[src/rtl/emb_train_pkg.sv]
// Shared types, constants and helpers for the embedding table training engine.
`default_nettype none
package emb_train_pkg;

  localparam int MAX_TOKENS = 1024;
  localparam int MAX_VECTOR = 64;
  localparam int TOK_W      = $clog2(MAX_TOKENS);
  localparam int POS_W      = $clog2(MAX_VECTOR);
  localparam int ADDR_W     = TOK_W + POS_W;
  localparam int DEPTH      = MAX_TOKENS * MAX_VECTOR;
  localparam int ROWS_W     = 11;
  localparam int LEN_W      = 7;
  localparam int LR_W       = 16;
  localparam int PADDR_W    = 4;
  localparam int PDATA_W    = 32;

  localparam logic [ROWS_W-1:0] VOCAB_RESET = 11'd1024;
  localparam logic [LEN_W-1:0]  VLEN_RESET  = 7'd64;
  localparam logic [LR_W-1:0]   LRATE_RESET = 16'd655;

  typedef enum logic [2:0] {
    F_LOAD   = 3'd0,
    F_LOOKUP = 3'd1,
    F_CLEAR  = 3'd2,
    F_ACC    = 3'd3,
    F_UPDATE = 3'd4
  } func_e_t;

  typedef enum logic [1:0] {
    REG_VOCAB = 2'd0,
    REG_VLEN  = 2'd1,
    REG_LRATE = 2'd2
  } reg_idx_t;

  typedef enum logic [2:0] {
    S_IDLE,
    S_DECODE,
    S_ACC_WR,
    S_LOOKUP,
    S_CLEAR,
    S_UPD,
    S_UPD_DRAIN,
    S_REPLY
  } state_t;

  typedef struct packed {
    logic [2:0]        func;
    logic [9:0]        token_index;
    logic [5:0]        element_pos;
    logic signed [15:0] data_value;
    logic              batch_end;
  } in_item_t;

  typedef struct packed {
    logic signed [15:0] result_value;
    logic              status;
    logic              item_last;
    logic              batch_done;
  } out_item_t;

  typedef struct packed {
    logic [ROWS_W-1:0] vocabulary_size;
    logic [LEN_W-1:0]  vector_length;
    logic [LR_W-1:0]   step_size;
  } cfg_t;

  typedef struct packed {
    logic capture;
    logic wr_weight;
    logic acc_rd;
    logic acc_wr;
    logic lk_rd;
    logic clr_wr;
    logic upd_rd;
    logic out_load;
    logic out_src_lk;
    logic out_err;
  } dp_cmd_t;

  typedef struct packed {
    func_e_t func;
    logic    tok_ok;
    logic    pos_ok;
    logic    rows_zero;
    logic    lk_last;
    logic    clr_last;
    logic    upd_last;
    logic    pipe_busy;
    logic    out_free;
  } dp_stat_t;

  function automatic logic signed [15:0] sat16(input logic signed [18:0] v);
    logic signed [15:0] r;
    if (v > 19'sd32767) begin
      r = 16'sh7FFF;
    end else if (v < -19'sd32768) begin
      r = 16'sh8000;
    end else begin
      r = v[15:0];
    end
    return r;
  endfunction

endpackage
`default_nettype wire

[src/rtl/emb_train_cfg.sv]
// APB register file for vocabulary size, vector length and update step size.
`default_nettype none
module emb_train_cfg import emb_train_pkg::*; (
  input  wire logic               clk,
  input  wire logic               rst_n,
  input  wire logic               psel,
  input  wire logic               penable,
  input  wire logic               pwrite,
  input  wire logic [PADDR_W-1:0] paddr,
  input  wire logic [PDATA_W-1:0] pwdata,
  output logic      [PDATA_W-1:0] prdata,
  output logic                    pready,
  output cfg_t                    cfg
);

  cfg_t     cfg_r, cfg_nxt;
  reg_idx_t idx;
  logic     wr_en;

  assign idx    = reg_idx_t'(paddr[3:2]);
  assign wr_en  = psel && penable && pwrite;
  assign pready = 1'b1;
  assign cfg    = cfg_r;

  always_comb begin
    cfg_nxt = cfg_r;
    if (wr_en) begin
      unique case (idx)
        REG_VOCAB: cfg_nxt.vocabulary_size = pwdata[ROWS_W-1:0];
        REG_VLEN:  cfg_nxt.vector_length   = pwdata[LEN_W-1:0];
        REG_LRATE: cfg_nxt.step_size       = pwdata[LR_W-1:0];
        default:   cfg_nxt = cfg_r;
      endcase
    end
  end

  always_comb begin
    unique case (idx)
      REG_VOCAB: prdata = PDATA_W'(cfg_r.vocabulary_size);
      REG_VLEN:  prdata = PDATA_W'(cfg_r.vector_length);
      REG_LRATE: prdata = PDATA_W'(cfg_r.step_size);
      default:   prdata = '0;
    endcase
  end

  always_ff @(posedge clk) begin
    if (!rst_n) begin
      cfg_r.vocabulary_size <= VOCAB_RESET;
      cfg_r.vector_length   <= VLEN_RESET;
      cfg_r.step_size       <= LRATE_RESET;
    end else begin
      cfg_r <= cfg_nxt;
    end
  end

endmodule
`default_nettype wire

[config.mk]
export PLATFORM = sky130hd
export DESIGN_NAME = emb_train_cfg
export DESIGN_NICKNAME = d
export VERILOG_FILES = /design/src/rtl/emb_train_pkg.sv /design/src/rtl/emb_train_cfg.sv
export SDC_FILE = /design/constraint.sdc
export NUM_CORES = 1
export LEC_CHECK = 0
export BUFFER_PORTS_ARGS = -buffer_cell sky130_fd_sc_hd__buf_2
export CORE_MARGIN = 10
export CORE_UTILIZATION = 40
export DETAILED_ROUTE_END_ITERATION = 16
export PLACE_DENSITY = 0.78
export SLEW_MARGIN = 20
export SYNTH_ARGS = -nofsm -noshare
export SYNTH_HDL_FRONTEND = slang
export SYNTH_SLANG_ARGS = --single-unit
export TNS_END_PERCENT = 1
[constraint.sdc]
create_clock -name clk -period 1.7 [get_ports clk]
set_input_delay 0.255 -clock clk [delete_from_list [all_inputs] [get_ports clk]]
set_output_delay 0.255 -clock clk [all_outputs]
set_load 0.005 [all_outputs]
# Yosys cells after proc, flatten, opt, wreduce, memory -nomap -nowiden

Index checks and enable logic that the tools add are counted.

Register bits after elaboration: 34
Output and inout bits: 67

Equal/unequal tests: 2
Multiplexer cells: 1
Reductions and logical operators: 6

Operators by type and width:

| cell                                                            | number |
|---|---|
| 16-bit one-hot mux with 3 select lines                          | 1 |
| 2-bit AND reduction                                             | 3 |
| 2-bit by 1-bit == test with 1-bit output, second input constant | 1 |
| 2-bit == test, second input constant                            | 1 |
| 1-bit logical AND                                               | 2 |
| 2-bit logical NOT                                               | 1 |

# Longest topological paths before layout

Word-level depth: 3
Depth in mapped cells: 5
Mapped depth without buffers: 3

# Worst setup path before layout

No wires, ideal clock.

Kind: input to register
From: input port pwrite
To: register cfg_r (netlist bit cfg[20])
Arrival time: 0.989 ns
Data required time: 1.580 ns
Path slack: 0.591 ns
Stages: 5
Path buffers: 2
Cells stage by stage: and3_1 > buf_2 > and2_1 > buf_4 > mux2i_1

Cells in the longest elaborated chain, start to end: 2

RTL lines:

| element                              | RTL line            | source |
|---|---|---|
| start: declaration                   | emb_train_cfg.sv:8  | `input wire logic pwrite,` |
| 1-bit logical AND                    | emb_train_cfg.sv:21 | `assign wr_en = psel && penable && pwrite;` |
| 2-bit AND reduction (no source line) | -                   |  |
| end signal: assignment               | emb_train_cfg.sv:52 | `cfg_r <= cfg_nxt;` |
| end: declaration                     | emb_train_cfg.sv:16 | `cfg_t cfg_r, cfg_nxt;` |

Every way passes these cells.
A chain may end at the register's enable or synchronous reset.

# Worst setup path after layout

From: input port paddr[2]
To: output port prdata[3]

Cells in the longest elaborated chain, start to end: 2
Elaborated cells between the ends (all ways): 4

RTL lines:

| element                                     | RTL line            | source |
|---|---|---|
| start: declaration                          | emb_train_cfg.sv:9  | `input wire logic [PADDR_W-1:0] paddr,` |
| 2-bit == test, or another cell as far along | emb_train_cfg.sv:38 | `unique case (idx)` |
| 16-bit one-hot mux with 3 select lines (*)  | emb_train_cfg.sv:38 |  |
| end: declaration                            | emb_train_cfg.sv:11 | `output logic [PDATA_W-1:0] prdata,` |

Mark *: on every way between the ends. The rest lies on a longest branch, timed or not.

==> flow_metrics.env <==
export IMPL_finClkSkew_ns=0
export IMPL_die_h_um=85.5
export IMPL_cp_max_fo=9
export IMPL_timing_final_ws_setup_ns=0.288
export IMPL_row_count=23
export IMPL_slew_violations=0
export IMPL_floorplan_initialDensity=0.420
export IMPL_largest_register_ffs=34
export IMPL_use_met2=0.222
export IMPL_crit_start="paddr[2]"
export IMPL_place_gp_congestion=0.752
export IMPL_final_util=0.529
export IMPL_synthMuxAreaShare=0.216
export IMPL_fin_nets=316
export IMPL_tritoncts="built"
export IMPL_gr_usage_met3=0.0605
export IMPL_wl_per_cell_um=14.8
export IMPL_area_growth_pct=25.9
export IMPL_yosysSeqAreaShare=0.397
export IMPL_holdCritPathClass="input port to flip-flop"
export IMPL_cts_hold_repair_buffers=0
export IMPL_ant_nets=0
export IMPL_final_cells=326
export IMPL_cts_root_buf="clkbuf_8"
export IMPL_cts_resized=0
export IMPL_clk_path_buf_depth=2
export IMPL_setup_violations=0
export IMPL_reg2reg_from="cfg[1]$_SDFFE_PN1P_"
export IMPL_reg2reg_to="cfg[1]$_SDFFE_PN1P_"
export IMPL_grt_pass1_wl_mm=7.77
export IMPL_rsz0062_at_grt="no"
export IMPL_clock_latency_ns=0.29
export IMPL_io_pins=108
export IMPL_final_layout_size_suffix_gt1_frac=0.337
export IMPL_rrSetupSlack_ns=1.03
export IMPL_drt_iter0_drc=69
export IMPL_crit_path_end_kind="output pin"
export IMPL_synthAdderAreaFrac=0
export IMPL_place_hpwl_mm=3.81
export IMPL_hold_viol_final=0
export IMPL_post_cts_setup_buffers=0
export IMPL_cp_endpoint="prdata[3]"
export IMPL_num_antenna_cells=0
export IMPL_syn_inst=201
export IMPL_port_buffers=72
export IMPL_pwr_density_cell_mw_per_mm2=748
export IMPL_grt_ovfl_total=0
export IMPL_yosys_warnings=0
export IMPL_period_share=0.831
export IMPL_rr_worst_depth=2
export IMPL_layout_min_cycle_time_ns=1.41
export IMPL_fmax_mhz=708
export IMPL_routed_wl_mm=4.83
export IMPL_final_cell_mix="buf_2 (72), nand2_1 (49), mux2i_1 (37), dfxtp_1 (34), conb_1 (17)"
export IMPL_crit_type="input port to output pin"
export IMPL_grt_total_usage=0.131
export IMPL_synthXorXnorAreaFrac=0
export IMPL_vias=1517
export IMPL_irDropWorstVdd_mv=0.429
export IMPL_die_area_sq_mm=0.00731
export IMPL_grt_max_degree=24
export IMPL_grt_util_met1=0.138
export IMPL_dp_slack_ns=0.258
export IMPL_p_total_uw=1620
export IMPL_cts_buffers=5
export IMPL_die_x_um=85.5
export IMPL_clock_sinks=34
export IMPL_grt_pass1_vias=1575
export IMPL_path_clk_slew_ns=0.07
export IMPL_core_area_sq_mm=0.00409
export IMPL_synthDistinctLibCells=18
export IMPL_layout_commonest_cell="buf_2"
export IMPL_synth_compound_area_frac=0.0554
export IMPL_status="completed"
export IMPL_cp_arrival_ns=1.16
export IMPL_ys_ff_latch=34
export IMPL_synth_simple_area_share=0.184
export IMPL_critPathRequiredTime_ns=1.44
export IMPL_synth_avg_cell_area_sq_um=8.54
export IMPL_busiest_layer="met2"
export IMPL_synth_top_family_by_area="multiplexers"
export IMPL_p_leak_uw=0.00109
export IMPL_setup_tns_ns=0
export IMPL_drtPass1Iterations=4
export IMPL_cap_violations=0
export IMPL_synth_area_sq_mm=0.00172
export IMPL_drc_errors=0
export IMPL_place_inst=318
export IMPL_cts_htree_levels=2
export IMPL_start_kind="input port"
export IMPL_antenna_found_initial=0
export IMPL_vias_per_cell=4.65
## stage by stage
| stage | area (sq um) | hold slack (ns) |
|---|---|---|
| 6_report | 2160 | 0.205 |
| 5_1_grt | 2160 | 0.209 |
| 4_1_cts | 2160 | 0.198 |
| 3_5_place_dp | 2070 | 0.456 |
| 3_3_place_gp | 2070 | 0.450 |
| 2_1_floorplan | 1770 | 0.397 |
## power by group
group | total, uW | internal (uW) | switching, uW
Sequential | 817 | 809 | 8.42
Combinational | 181 | 78.5 | 102
Clock | 618 | 326 | 291
Total | 1620 | 1210 | 402
## worst max-delay path, cell delays in order
cell     delay [ns]
buf_2          0.19
nor2b_1        0.24
buf_4          0.18
nand2_1        0.05
o21ai_1        0.10
buf_2          0.14
## area by class of cell
cell class	count	area (sq um)
clock buffer	7	86.3
clock inverter	1	5.00
fill	415	1930
inverter	8	30.0
multi-input combinational	142	846
sequential	34	681
tap	50	62.6
timing repair buffer	84	450
## metal layers
layer,vias to the layer above,routed length (um)
li1,767,-
met1,687,1900
met2,54,2390
met3,9,459
met4,0,75
met5,-,0
## how the worst min path moves through the flow
stage,startpoint,endpoint,slack (ns),cells past startpoint
floorplan,pwdata[11],cfg[11]$_SDFFE_PN0P_,0.40,2
global placement,cfg[15]$_SDFFE_PN0P_,cfg[15]$_SDFFE_PN0P_,0.45,2
detailed placement,cfg[14]$_SDFFE_PN0P_,cfg[14]$_SDFFE_PN0P_,0.46,2
CTS,pwdata[15],cfg[15]$_SDFFE_PN0P_,0.20,3
global route,pwdata[11],cfg[11]$_SDFFE_PN0P_,0.21,3
finish,pwdata[15],cfg[15]$_SDFFE_PN0P_,0.20,3
## kinds of logic after synthesis
| kind of cell | count (synthesis) |
|---|---|
| muxes | 37 |
| buffers and inverters | 40 |
| DFF | 34 |
| AOI/OAI and AO/OA | 15 |
| and+or+nand+nor | 73 |
| other | 2 |
## cell usage after synthesis, drive strengths merged
cell type,number,area (sq um)
nand2,49,184
mux2i,37,370
dfxtp,34,681
buf,24,186
and2,8,52.6
clkbuf,8,30.0
inv,8,30.0
nand3,8,40.0
o211ai,8,60.1
o21ai,7,35.0
nor2,5,18.8
conb,2,7.51
nor2b,2,15.0
and3,1,6.26
(Power assumes the default switching activity.)
