--- config.mk ---
export PLATFORM = sky130hd
export DESIGN_NAME = emb_train_ctrl
export DESIGN_NICKNAME = d
export VERILOG_FILES = /design/src/rtl/emb_train_pkg.sv /design/src/rtl/emb_train_ctrl.sv
export SDC_FILE = /design/constraint.sdc
export NUM_CORES = 1
export LEC_CHECK = 0
export BUFFER_PORTS_ARGS = -buffer_cell sky130_fd_sc_hd__buf_2
export CORE_AREA = 5 5 42 44
export DETAILED_ROUTE_END_ITERATION = 8
export DIE_AREA = 0 0 47 49
export HOLD_SLACK_MARGIN = 0.12
export PLACE_DENSITY = 0.8
export SYNTH_ARGS = -nofsm -noshare
export SYNTH_HDL_FRONTEND = slang
export SYNTH_SLANG_ARGS = --single-unit
--- constraint.sdc ---
create_clock -name clk -period 2.5 [get_ports clk]
set_clock_uncertainty 0.1 [all_clocks]
set_input_delay 0 -clock clk [delete_from_list [all_inputs] [get_ports clk]]
set_output_delay 0 -clock clk [all_outputs]
set_load 0.01 [all_outputs]
--- src/rtl/emb_train_pkg.sv ---
// Shared types, constants and helpers for the embedding table training engine.
`default_nettype none
package emb_train_pkg;

  localparam int MAX_TOKENS = 1024;
  localparam int MAX_VECTOR = 64;
  localparam int TOK_W      = $clog2(MAX_TOKENS);
  localparam int POS_W      = $clog2(MAX_VECTOR);
  localparam int ADDR_W     = TOK_W + POS_W;
  localparam int DEPTH      = MAX_TOKENS * MAX_VECTOR;
  localparam int ROWS_W     = 11;
  localparam int LEN_W      = 7;
  localparam int LR_W       = 16;
  localparam int PADDR_W    = 4;
  localparam int PDATA_W    = 32;

  localparam logic [ROWS_W-1:0] VOCAB_RESET = 11'd1024;
  localparam logic [LEN_W-1:0]  VLEN_RESET  = 7'd64;
  localparam logic [LR_W-1:0]   LRATE_RESET = 16'd655;

  typedef enum logic [2:0] {
    F_LOAD   = 3'd0,
    F_LOOKUP = 3'd1,
    F_CLEAR  = 3'd2,
    F_ACC    = 3'd3,
    F_UPDATE = 3'd4
  } func_e_t;

  typedef enum logic [1:0] {
    REG_VOCAB = 2'd0,
    REG_VLEN  = 2'd1,
    REG_LRATE = 2'd2
  } reg_idx_t;

  typedef enum logic [2:0] {
    S_IDLE,
    S_DECODE,
    S_ACC_WR,
    S_LOOKUP,
    S_CLEAR,
    S_UPD,
    S_UPD_DRAIN,
    S_REPLY
  } state_t;

  typedef struct packed {
    logic [2:0]        func;
    logic [9:0]        token_index;
    logic [5:0]        element_pos;
    logic signed [15:0] data_value;
    logic              batch_end;
  } in_item_t;

  typedef struct packed {
    logic signed [15:0] result_value;
    logic              status;
    logic              item_last;
    logic              batch_done;
  } out_item_t;

  typedef struct packed {
    logic [ROWS_W-1:0] vocabulary_size;
    logic [LEN_W-1:0]  vector_length;
    logic [LR_W-1:0]   step_size;
  } cfg_t;

  typedef struct packed {
    logic capture;
    logic wr_weight;
    logic acc_rd;
    logic acc_wr;
    logic lk_rd;
    logic clr_wr;
    logic upd_rd;
    logic out_load;
    logic out_src_lk;
    logic out_err;
  } dp_cmd_t;

  typedef struct packed {
    func_e_t func;
    logic    tok_ok;
    logic    pos_ok;
    logic    rows_zero;
    logic    lk_last;
    logic    clr_last;
    logic    upd_last;
    logic    pipe_busy;
    logic    out_free;
  } dp_stat_t;

  function automatic logic signed [15:0] sat16(input logic signed [18:0] v);
    logic signed [15:0] r;
    if (v > 19'sd32767) begin
      r = 16'sh7FFF;
    end else if (v < -19'sd32768) begin
      r = 16'sh8000;
    end else begin
      r = v[15:0];
    end
    return r;
  endfunction

endpackage
`default_nettype wire

--- src/rtl/emb_train_ctrl.sv ---
// Controller state machine sequencing each operation over the datapath.
`default_nettype none
module emb_train_ctrl import emb_train_pkg::*; (
  input  wire logic clk,
  input  wire logic rst_n,
  input  wire logic in_valid,
  output logic      in_ready,
  input  dp_stat_t  st,
  output dp_cmd_t   cmd
);

  state_t state_r, state_nxt;
  logic   err_r, err_nxt;
  logic   pend_r, pend_nxt;
  logic   lk_done_r, lk_done_nxt;
  logic   lk_load, lk_issue;

  assign lk_load  = pend_r && st.out_free;
  assign lk_issue = !lk_done_r && (!pend_r || lk_load);

  always_comb begin
    cmd         = '0;
    state_nxt   = state_r;
    err_nxt     = err_r;
    pend_nxt    = pend_r;
    lk_done_nxt = lk_done_r;
    in_ready    = 1'b0;
    unique case (state_r)
      S_IDLE: begin
        in_ready = 1'b1;
        if (in_valid) begin
          cmd.capture = 1'b1;
          state_nxt   = S_DECODE;
        end
      end
      S_DECODE: begin
        err_nxt   = 1'b0;
        state_nxt = S_REPLY;
        unique case (st.func)
          F_LOAD: begin
            if (st.tok_ok && st.pos_ok) begin
              cmd.wr_weight = 1'b1;
            end else begin
              err_nxt = 1'b1;
            end
          end
          F_LOOKUP: begin
            if (st.tok_ok) begin
              pend_nxt    = 1'b0;
              lk_done_nxt = 1'b0;
              state_nxt   = S_LOOKUP;
            end else begin
              err_nxt = 1'b1;
            end
          end
          F_CLEAR: state_nxt = S_CLEAR;
          F_ACC: begin
            if (st.tok_ok && st.pos_ok) begin
              cmd.acc_rd = 1'b1;
              state_nxt  = S_ACC_WR;
            end else begin
              err_nxt = 1'b1;
            end
          end
          F_UPDATE: begin
            if (!st.rows_zero) begin
              state_nxt = S_UPD;
            end
          end
          default: err_nxt = 1'b1;
        endcase
      end
      S_ACC_WR: begin
        cmd.acc_wr = 1'b1;
        state_nxt  = S_REPLY;
      end
      S_LOOKUP: begin
        cmd.out_load   = lk_load;
        cmd.out_src_lk = 1'b1;
        cmd.lk_rd      = lk_issue;
        if (lk_issue) begin
          pend_nxt = 1'b1;
          if (st.lk_last) begin
            lk_done_nxt = 1'b1;
          end
        end else if (lk_load) begin
          pend_nxt = 1'b0;
        end
        if (lk_load && lk_done_r) begin
          state_nxt = S_IDLE;
        end
      end
      S_CLEAR: begin
        cmd.clr_wr = 1'b1;
        if (st.clr_last) begin
          state_nxt = S_REPLY;
        end
      end
      S_UPD: begin
        cmd.upd_rd = 1'b1;
        if (st.upd_last) begin
          state_nxt = S_UPD_DRAIN;
        end
      end
      S_UPD_DRAIN: begin
        if (!st.pipe_busy) begin
          state_nxt = S_REPLY;
        end
      end
      S_REPLY: begin
        if (st.out_free) begin
          cmd.out_load = 1'b1;
          cmd.out_err  = err_r;
          state_nxt    = S_IDLE;
        end
      end
      default: state_nxt = S_IDLE;
    endcase
  end

  always_ff @(posedge clk) begin
    if (!rst_n) begin
      state_r   <= S_IDLE;
      err_r     <= 1'b0;
      pend_r    <= 1'b0;
      lk_done_r <= 1'b0;
    end else begin
      state_r   <= state_nxt;
      err_r     <= err_nxt;
      pend_r    <= pend_nxt;
      lk_done_r <= lk_done_nxt;
    end
  end

`ifndef NO_ASSERTIONS
  a_load_free: assert property (@(posedge clk) disable iff (!rst_n)
    cmd.out_load |-> st.out_free)
    else $error("output register loaded while occupied");

  a_pend_lookup: assert property (@(posedge clk) disable iff (!rst_n)
    pend_r |-> state_r == S_LOOKUP)
    else $error("pending lookup data outside lookup");

  a_drain_empty: assert property (@(posedge clk) disable iff (!rst_n)
    (state_r == S_UPD_DRAIN && state_nxt == S_REPLY) |-> !st.pipe_busy)
    else $error("update reply before pipeline drained");

  a_no_pipe_idle: assert property (@(posedge clk) disable iff (!rst_n)
    state_r == S_IDLE |-> !st.pipe_busy)
    else $error("update pipeline busy while idle");

  a_reply_idle: assert property (@(posedge clk) disable iff (!rst_n)
    (state_r == S_REPLY && cmd.out_load) |=> state_r == S_IDLE)
    else $error("reply transfer did not return to idle");
`endif

endmodule
`default_nettype wire

# Word-level counts from Yosys, hierarchy flattened
# Cells that the tools add are included.
# totals
ff_bits	6
in_bits	14
out_inout_bits	11
word_cells	79
# classes
n_eq_ne	22
mux	38
n_reduce_logical	15
# op_table
cell	count
$mux W3	8
$pmux W3 S8	1
$mux W1	22
$ne A2 B2 Y1 const B	9
$eq A3 B3 Y1 const B	5
$eq A3 B2 Y1 const B	4
$pmux W3 S4	1
$eq A3 B1 Y1 const B	2
$logic_not A3 Y1	2
$pmux W1 S2	3
$reduce_and A6 Y1	1
$reduce_and A5 Y1	1
$logic_and A1 B1 Y1	4
$mux W2	2
$reduce_and A4 Y1	1
$reduce_or A2 Y1	2
$ne A3 B3 Y1 const B	1
$pmux W1 S3	1
$logic_not A1 Y1	2
$ne A2 B1 Y1 const B	1
$reduce_bool A2 Y1	1
$logic_or A1 B1 Y1	1

# Logic depth before layout (Yosys ltp)
# Gate-level depths: netlist of run 1.
# depth
depth_word	5
ltp_mapped	6
ltp_nobuf	4

# Least setup slack after synthesis of run 1
# No wires, ideal clock.
# synth_timing
kind	register -> output
from	reg state_r[0]
to	out cmd[7] (netlist bit)
arrival_time_ps	1307
t_required_ps	2400
setup_slack_ps	1093
path_stages_with_launch	4
path_buffers	0
path_cell_list	dfxtp_1 or3b_4 or3_4 nor2_1
# synth_rtl
element	line_no	source
from (decl)	emb_train_ctrl.sv:12	state_t state_r, state_nxt;
from (signal assigned)	emb_train_ctrl.sv:128	state_r <= state_nxt;
to (decl)	emb_train_ctrl.sv:9	output dp_cmd_t cmd

# Final worst setup path of run 1
# layout_timing
from	reg state_r[2]
to	reg state_r[2]
# layout_between
elab_chain_cells	3
word_cells_on_any_way	16
cone_classes	eq/ne: 13; mux: 1; reduce/logical: 2
# layout_lines
element	line_no	source
$eq A3 B2 Y1, or another cell as far along	emb_train_ctrl.sv:28	unique case (state_r)
$ne A2 B2 Y1 (no line)	--	
$reduce_and A6 Y1 (no line)	--	
# Several ways; a longest one is shown, not always the timed one.
# A chain may end at the register's enable or synchronous reset.

==> impl_results.md, run 1 <==
* 1st-pass router iterations at 4
* Worst-path clk slew at roughly 0.05 ns
* Outcome: finished, final reports clean
* HPWL after detailed placement at 1018 um
* CTS max path bufs at 2
* Fillers at 142
* Ranking of synthesized cells by area: dfxtp_1 (23%), a21oi_1 (5.8%), o21ai_0 (4.8%), nand2_1 (4.3%), o31ai_1 (4.3%)
* Crit-path max cell delay at 0.56 ns
* DR vias/cell at ~5.6
* Vias at ~670
* Pin count of the biggest net entering global routing at 15
* Post-CTS Setup Bufs at 0
* Final TNS setup at 0 ns
* Die Width at 47 um
* Power per cell area at between 700 and 800 nW/um^2
* R2R Path Start: state_r[2]
* Register area share after synthesis at 23.13%
* CP delay by family, top: buffers and inverters
* CTS H-tree depth at 1
* Final hold violations at 0
* GP Congestion at approximately 0.8
* CP required at around 2.6 ns
* Post-synth top area cell: dfxtp_1
* Crit path to: state_r[2]
* CTS tree: built
* Bufs and invs on worst path at 3
* RSZ-0062 raised after global routing: false
* Commonest cells in the synthesized netlist: a21oi_1 (6), dfxtp_1 (6), nand2_1 (6)
* Core footprint at 1401 sq um
* Yosys Warn Count at 0
* Total gr overflow at 0
* Worst Setup Start Kind: flip-flop
* Post_cts resized at 0
* Antenna fix cells at 0
* Yosys reg bits at 6
* Num CTS Buffers at 3
* Footprint of the multi-input gates at about 350 sq um
* Max_cap viols at 0
* Global-route wire length before repair at roughly 2600 um
* IO Port Bufs at 24
* Initial antenna violation count at 0
* Root Buffer: clkbuf_4
* Peak Freq at about 430 MHz
* Row count at 14
* Asr flop ratio synth at 0%
* R2R Setup Slk at around 0.19 ns
* Vias in the first global route at 593
* Share of layout cells above drive strength 1 at about 30%
* Period utilization at 92.38%
* Syn-to-layout area delta at 43.86%
* CP arrival at between 2 and 2.5 ns
* Final #Nets at 120
* EDFF count, synth at 0
* Rel. slew slack at around 70%
* Post-synth net total at slightly below 90
* Main synth FF type: dfxtp_1
* Boundary Pins at 25
* Tightest Pin Transition at ~0.42 ns
* CP startpoint: state_r[2]
* DR DRC count at 0
* CTS sink cnt at 6
* CP most frequent cell: dlygate4sd3_1
* Register Area at roughly 120 sq um
* Slowest-stage cell, CP: dlygate4sd3_1
* Final Critical Period at about 2.3 ns
* Crit-path cells: inv_2 > nor2_1 > o21ai_0 > dlygate4sd3_1 > a31oi_1 > dlygate4sd3_1
* Share of the synthesized area in the top cell type at a little under a quarter
* Worst path depth at 6
* Drt initial violations at 17
* Hold WS at roughly 0.16 ns
* Wirelength per Cell at 13.27 um
* Critical path fanouts, max at 11
* # hold bufs at CTS at 10
* Setup-failing EPs final at 0
* WL final at 1592 um
* Die area at ~2300 sq um
* Worst VDD drop at approximately 450 uV
* Total GRT Usage at around 15%
* Crit. End Element: flip-flop
* Clock latency at the later pin of the worst-skew pair at 0.25 ns
* Reg-to-reg endpoint: state_r[2]
* FF-to-FF path depth at 6
* Slew Viols, Final at 0
* Die height at ~50 um
* Yosys cell types at 32
* WS Path Type: flip-flop to flip-flop
* Post-Syn Area per Cell at 7.113 sq um
* LEAKAGE at around 0.00034 uW
* Mapped Cells at between 70 and 80
* Min-delay worst type: primary input to flip-flop
* Synth Cell Area at slightly above 500 sq um
* Initial Utilization at a little under two fifths
* Number of routed nets with antenna violations at 0
report_power, final:
part / total, uW / switching [uW] / internal [uW]
Clock: 92.4 / 37.9 / 54.5
Combinational: 275 / 137 / 138
Sequential: 198 / 72.9 / 125
Total: 566 / 248 / 318
metrics by stage:
| step | setup slack, ns | cells | util [%] | cell area [sq um] | power [uW] |
|---|---|---|---|---|---|
| global route | 0.06384 | 120 | 53.30 | 747.0 | 613.7 |
| floorplan | 1.093 | 73 | - | 519.2 | 367.5 |
| CTS | 0.2269 | 120 | 53.30 | 747.0 | 559.5 |
| finish | 0.1905 | 120 | 53.30 | 747.0 | 565.9 |
| detailed placement | 0.7935 | 107 | 44.55 | 624.3 | 432.2 |
| global placement | 0.8237 | 107 | 44.55 | 624.3 | 425.7 |
cells by family (layout without fill, tap and decap cells):
logic type | Yosys count | count (layout) | share of synthesized area (%)
flops | 6 | 6 | 23.13
simple gates | 32 | 32 | 35.90
buf+inv | 10 | 41 | 9.637
compound gates | 25 | 25 | 31.33
final cells by class:
class,instances,area share (%)
multi-input combinational,57,46.73
timing repair buffer,34,29.48
sequential,6,16.08
clock buffer,3,3.015
tap,16,2.680
inverter,4,2.010
per-layer routing:
metal	wire [um]	GRT usage, %	vias to the layer above	share of wire (%)
li1	-	-	332	-
met3	171	5.904	0	11
met2	809	23.76	42	51
met5	0	0	-	0
met4	0	1.843	0	0
met1	611	18.58	294	38
state kept, by name, summed over array words and instances (netlist names):
signal     flops
err_r          1
lk_done_r      1
pend_r         1
state_r        3
worst min-delay path by stage:
| stage | start | end | slack, ns | cells after the start |
|---|---|---|---|---|
| floorplan | st[8] | cmd[8] | -0.07 | 1 |
| global placement | in_valid | cmd[9] | 0.20 | 3 |
| detailed placement | rst_n | err_r | 0.20 | 2 |
| CTS | st[10] | err_r | 0.15 | 4 |
| global route | st[10] | err_r | 0.20 | 4 |
| finish | st[10] | err_r | 0.16 | 4 |
cell usage in the layout, fill, tap and decap left out, drive strengths merged, types with 2 or more instances in the layout:
cell          n
and2          2
inv           4
o31ai         3
nor2b         2
nand2b        3
or3           2
a21boi        2
o211ai        2
nor3          5
nor2          5
nand2         6
a21oi         6
o21ai         5
dlygate4sd3  10
buf          24
clkbuf        3
nor3b         2
a31oi         2
dfxtp         6
worst reg2reg max path, delay by kind of cell (launching register included):
kind,cells,cell delay [ns]
buffers and inverters,3,1.27
DFF,1,0.55
AOI/OAI and AO/OA,2,0.21
and+or+nand+nor,1,0.12
Note: power is estimated with default switching activity, not from simulation.
==> inputs of run 2 (changes only) <==
==> constraint.sdc (replaced) <==
create_clock -name clk -period 2.5 [get_ports clk]
set_clock_uncertainty 0.1 [all_clocks]
set_input_delay 0.25 -clock clk [delete_from_list [all_inputs] [get_ports clk]]
set_output_delay 0.25 -clock clk [all_outputs]
set_load 0.01 [all_outputs]
==> run 2 against run 1 <==
  * Critical path type is now flip-flop to output port
  * Register-to-register slack better by 0.76 ns
  * Total power down 7.8%
  * Hold slack gained 0.034 ns
  * Largest power group unchanged
  * Critical endpoint is now cmd[8]
  * Cell area fell by 13%
  * Non-clock buffer count decreased by 10
  * Routed wire length shrank 17%
  * Critical path depth down 2
  * Combinational power is 15% lower
  * Count of clock-buffer cells in the layout did not move
  * Via count shrank 7.6%
  * Fmax grew 3.5%
==> impl_results.md, run 2 (synthesis results as in run 1) <==
* Post-CTS Setup Bufs at 0
* Global-route wire length before repair at 2214 um
* Worst VDD drop at 431.0 uV
* CTS sink cnt at 6
* Crit-path max cell delay at about 0.55 ns
* DR DRC count at 0
* Max layer used: met3
* Crit. End Element: output port
* DR vias/cell at 5.609
* CP delay by family, top: simple AND/OR/NAND/NOR gates
* Core footprint at roughly 1400 sq um
* Boundary Pins at 25
* CP arrival at about 1.9 ns
* Worst-path clk slew at 0.05 ns
* Commonest non-fill, non-tap cell in the layout: buf_2
* Antenna fix cells at 0
* WS Path Type: flip-flop to output port
* Post_cts resized at 0
* Worst Setup Start Kind: flip-flop
* WL final at ~1300 um
* Cells after DPL at 107
* Initial antenna violation count at 0
* CTS H-tree depth at 1
* RSZ-0062 raised after global routing: false
* Wirelength per Cell at around 12 um
* Max_cap viols at 0
* Fillers at 160
* Rel. slew slack at 73.88%
* 1st-pass router iterations at 4
* Slew Viols, Final at 0
* # hold bufs at CTS at 0
* Clock latency at the later pin of the worst-skew pair at roughly 0.25 ns
* Routed wl met2 at just over 600 um
* Bufs and invs on worst path at 1
* WL met3 at 155 um
* Die height at 49 um
* CTS max path bufs at 2
* Root Buffer: clkbuf_4
* Share of layout cells above drive strength 1 at roughly 33%
* CP required at 2.15 ns
* Outcome: finished, final reports clean
* Drt initial violations at 20
* Final TNS setup at 0 ns
* Number of routed nets with antenna violations at 0
* HPWL after detailed placement at roughly 1000 um
* Pin count of the biggest net entering global routing at 15
* DRT met1 WL at approximately 560 um
* Min-delay worst type: primary input to flip-flop
* Final Critical Period at ~2.2 ns
* LEAKAGE at between 0.0002 and 0.0003 uW
* Slowest-stage cell, CP: dfxtp_1
* Syn-to-layout area delta at 24.58%
* CTS tree: built
* Crit-path cells: or3b_4 > or3_4 > nor3_2 > buf_2
* Num CTS Buffers at 3
* Peak Freq at approximately 450 MHz
* Vias in the first global route at approximately 520
* Setup-failing EPs final at 0
* Period utilization at 89.23%
* Vias at a little over 600
* Largest register FFs at 3
* Die Width at about 47 um
* Final hold violations at 0
* Total GRT Usage at 12.52%
* Initial Utilization at between 30% and 40%
* Fin cells at between 100 and 150
* Top reg by flops: state_r
* Commonest cells after routing, fill and taps aside: buf_2 (24), nand2_1 (6), a21oi_1 (6), dfxtp_1 (6)
* Total gr overflow at 0
* Final #Nets at 110
* Row count at 14
* Power per cell area at 806.2 nW/um^2
* Die area at approximately 2300 sq um
* Critical path fanouts, max at 14
* GP Congestion at 0.7932
* Tightest Pin Transition at 0.3913 ns
* IO Port Bufs at 24
* Hold WS at just under 0.2 ns
[run 2: cell types whose count changed in the layout (fill, tap and decap cells not counted), sizes merged]
cell,change
dlygate4sd3,-10
[run 2: worst register-to-register path, delay by kind of cell (launching register included)]
family	cells	cell delay, ns
compound gates	2	0.33
flops	1	0.55
simple gates	1	0.45
[run 2: final timing paths]
check,startpoint,to,slack (ns),cells after the start
worst max-delay path,state_r[0],cmd[8],0.27,4
worst min-delay path,rst_n,state_r[2],0.20,3
worst max register to register,state_r[0],lk_done_r,0.95,3
worst min register to register,lk_done_r,lk_done_r,0.43,2
[run 2: routing by layer]
metal  vias up  GRT usage (%)
met5         -              0
met4         0          1.382
met3         0          5.535
met2        29          18.10
met1       279          17.59
li1        309              -
[run 2: area by class of cell]
type | instances | area [sq um] | share of cell area [%]
Multi-Input combinational cell | 57 | 349.1 | 53.97
Tap cell | 16 | 20.02 | 3.095
Sequential cell | 6 | 120.1 | 18.57
Inverter | 4 | 15.01 | 2.321
Clock buffer | 3 | 22.52 | 3.482
Timing Repair Buffer | 24 | 120.1 | 18.57
[run 2: power by group]
| part | internal (uW) | switching [uW] | total [uW] | leakage (uW) |
|---|---|---|---|---|
| clock | 54.5 | 37.2 | 91.7 | 0.0000138 |
| combinational | 110 | 126 | 235 | 0.000222 |
| sequential | 125 | 69.1 | 195 | 0.0000494 |
| total | 289 | 232 | 521 | 0.000286 |
[run 2: through the flow]
step / total power (uW) / area (sq um) / setup slack, ns / utilization, %
6_report: 521.5 / 646.9 / 0.2693 / 46.16
5_1_grt: 569.7 / 646.9 / 0.1397 / 46.16
4_1_cts: 523.5 / 646.9 / 0.2678 / 46.16
3_5_place_dp: 429.8 / 624.3 / 0.5569 / 44.55
3_3_place_gp: 423.5 / 624.3 / 0.5754 / 44.55
2_1_floorplan: 367.5 / 519.2 / 0.8433 / -
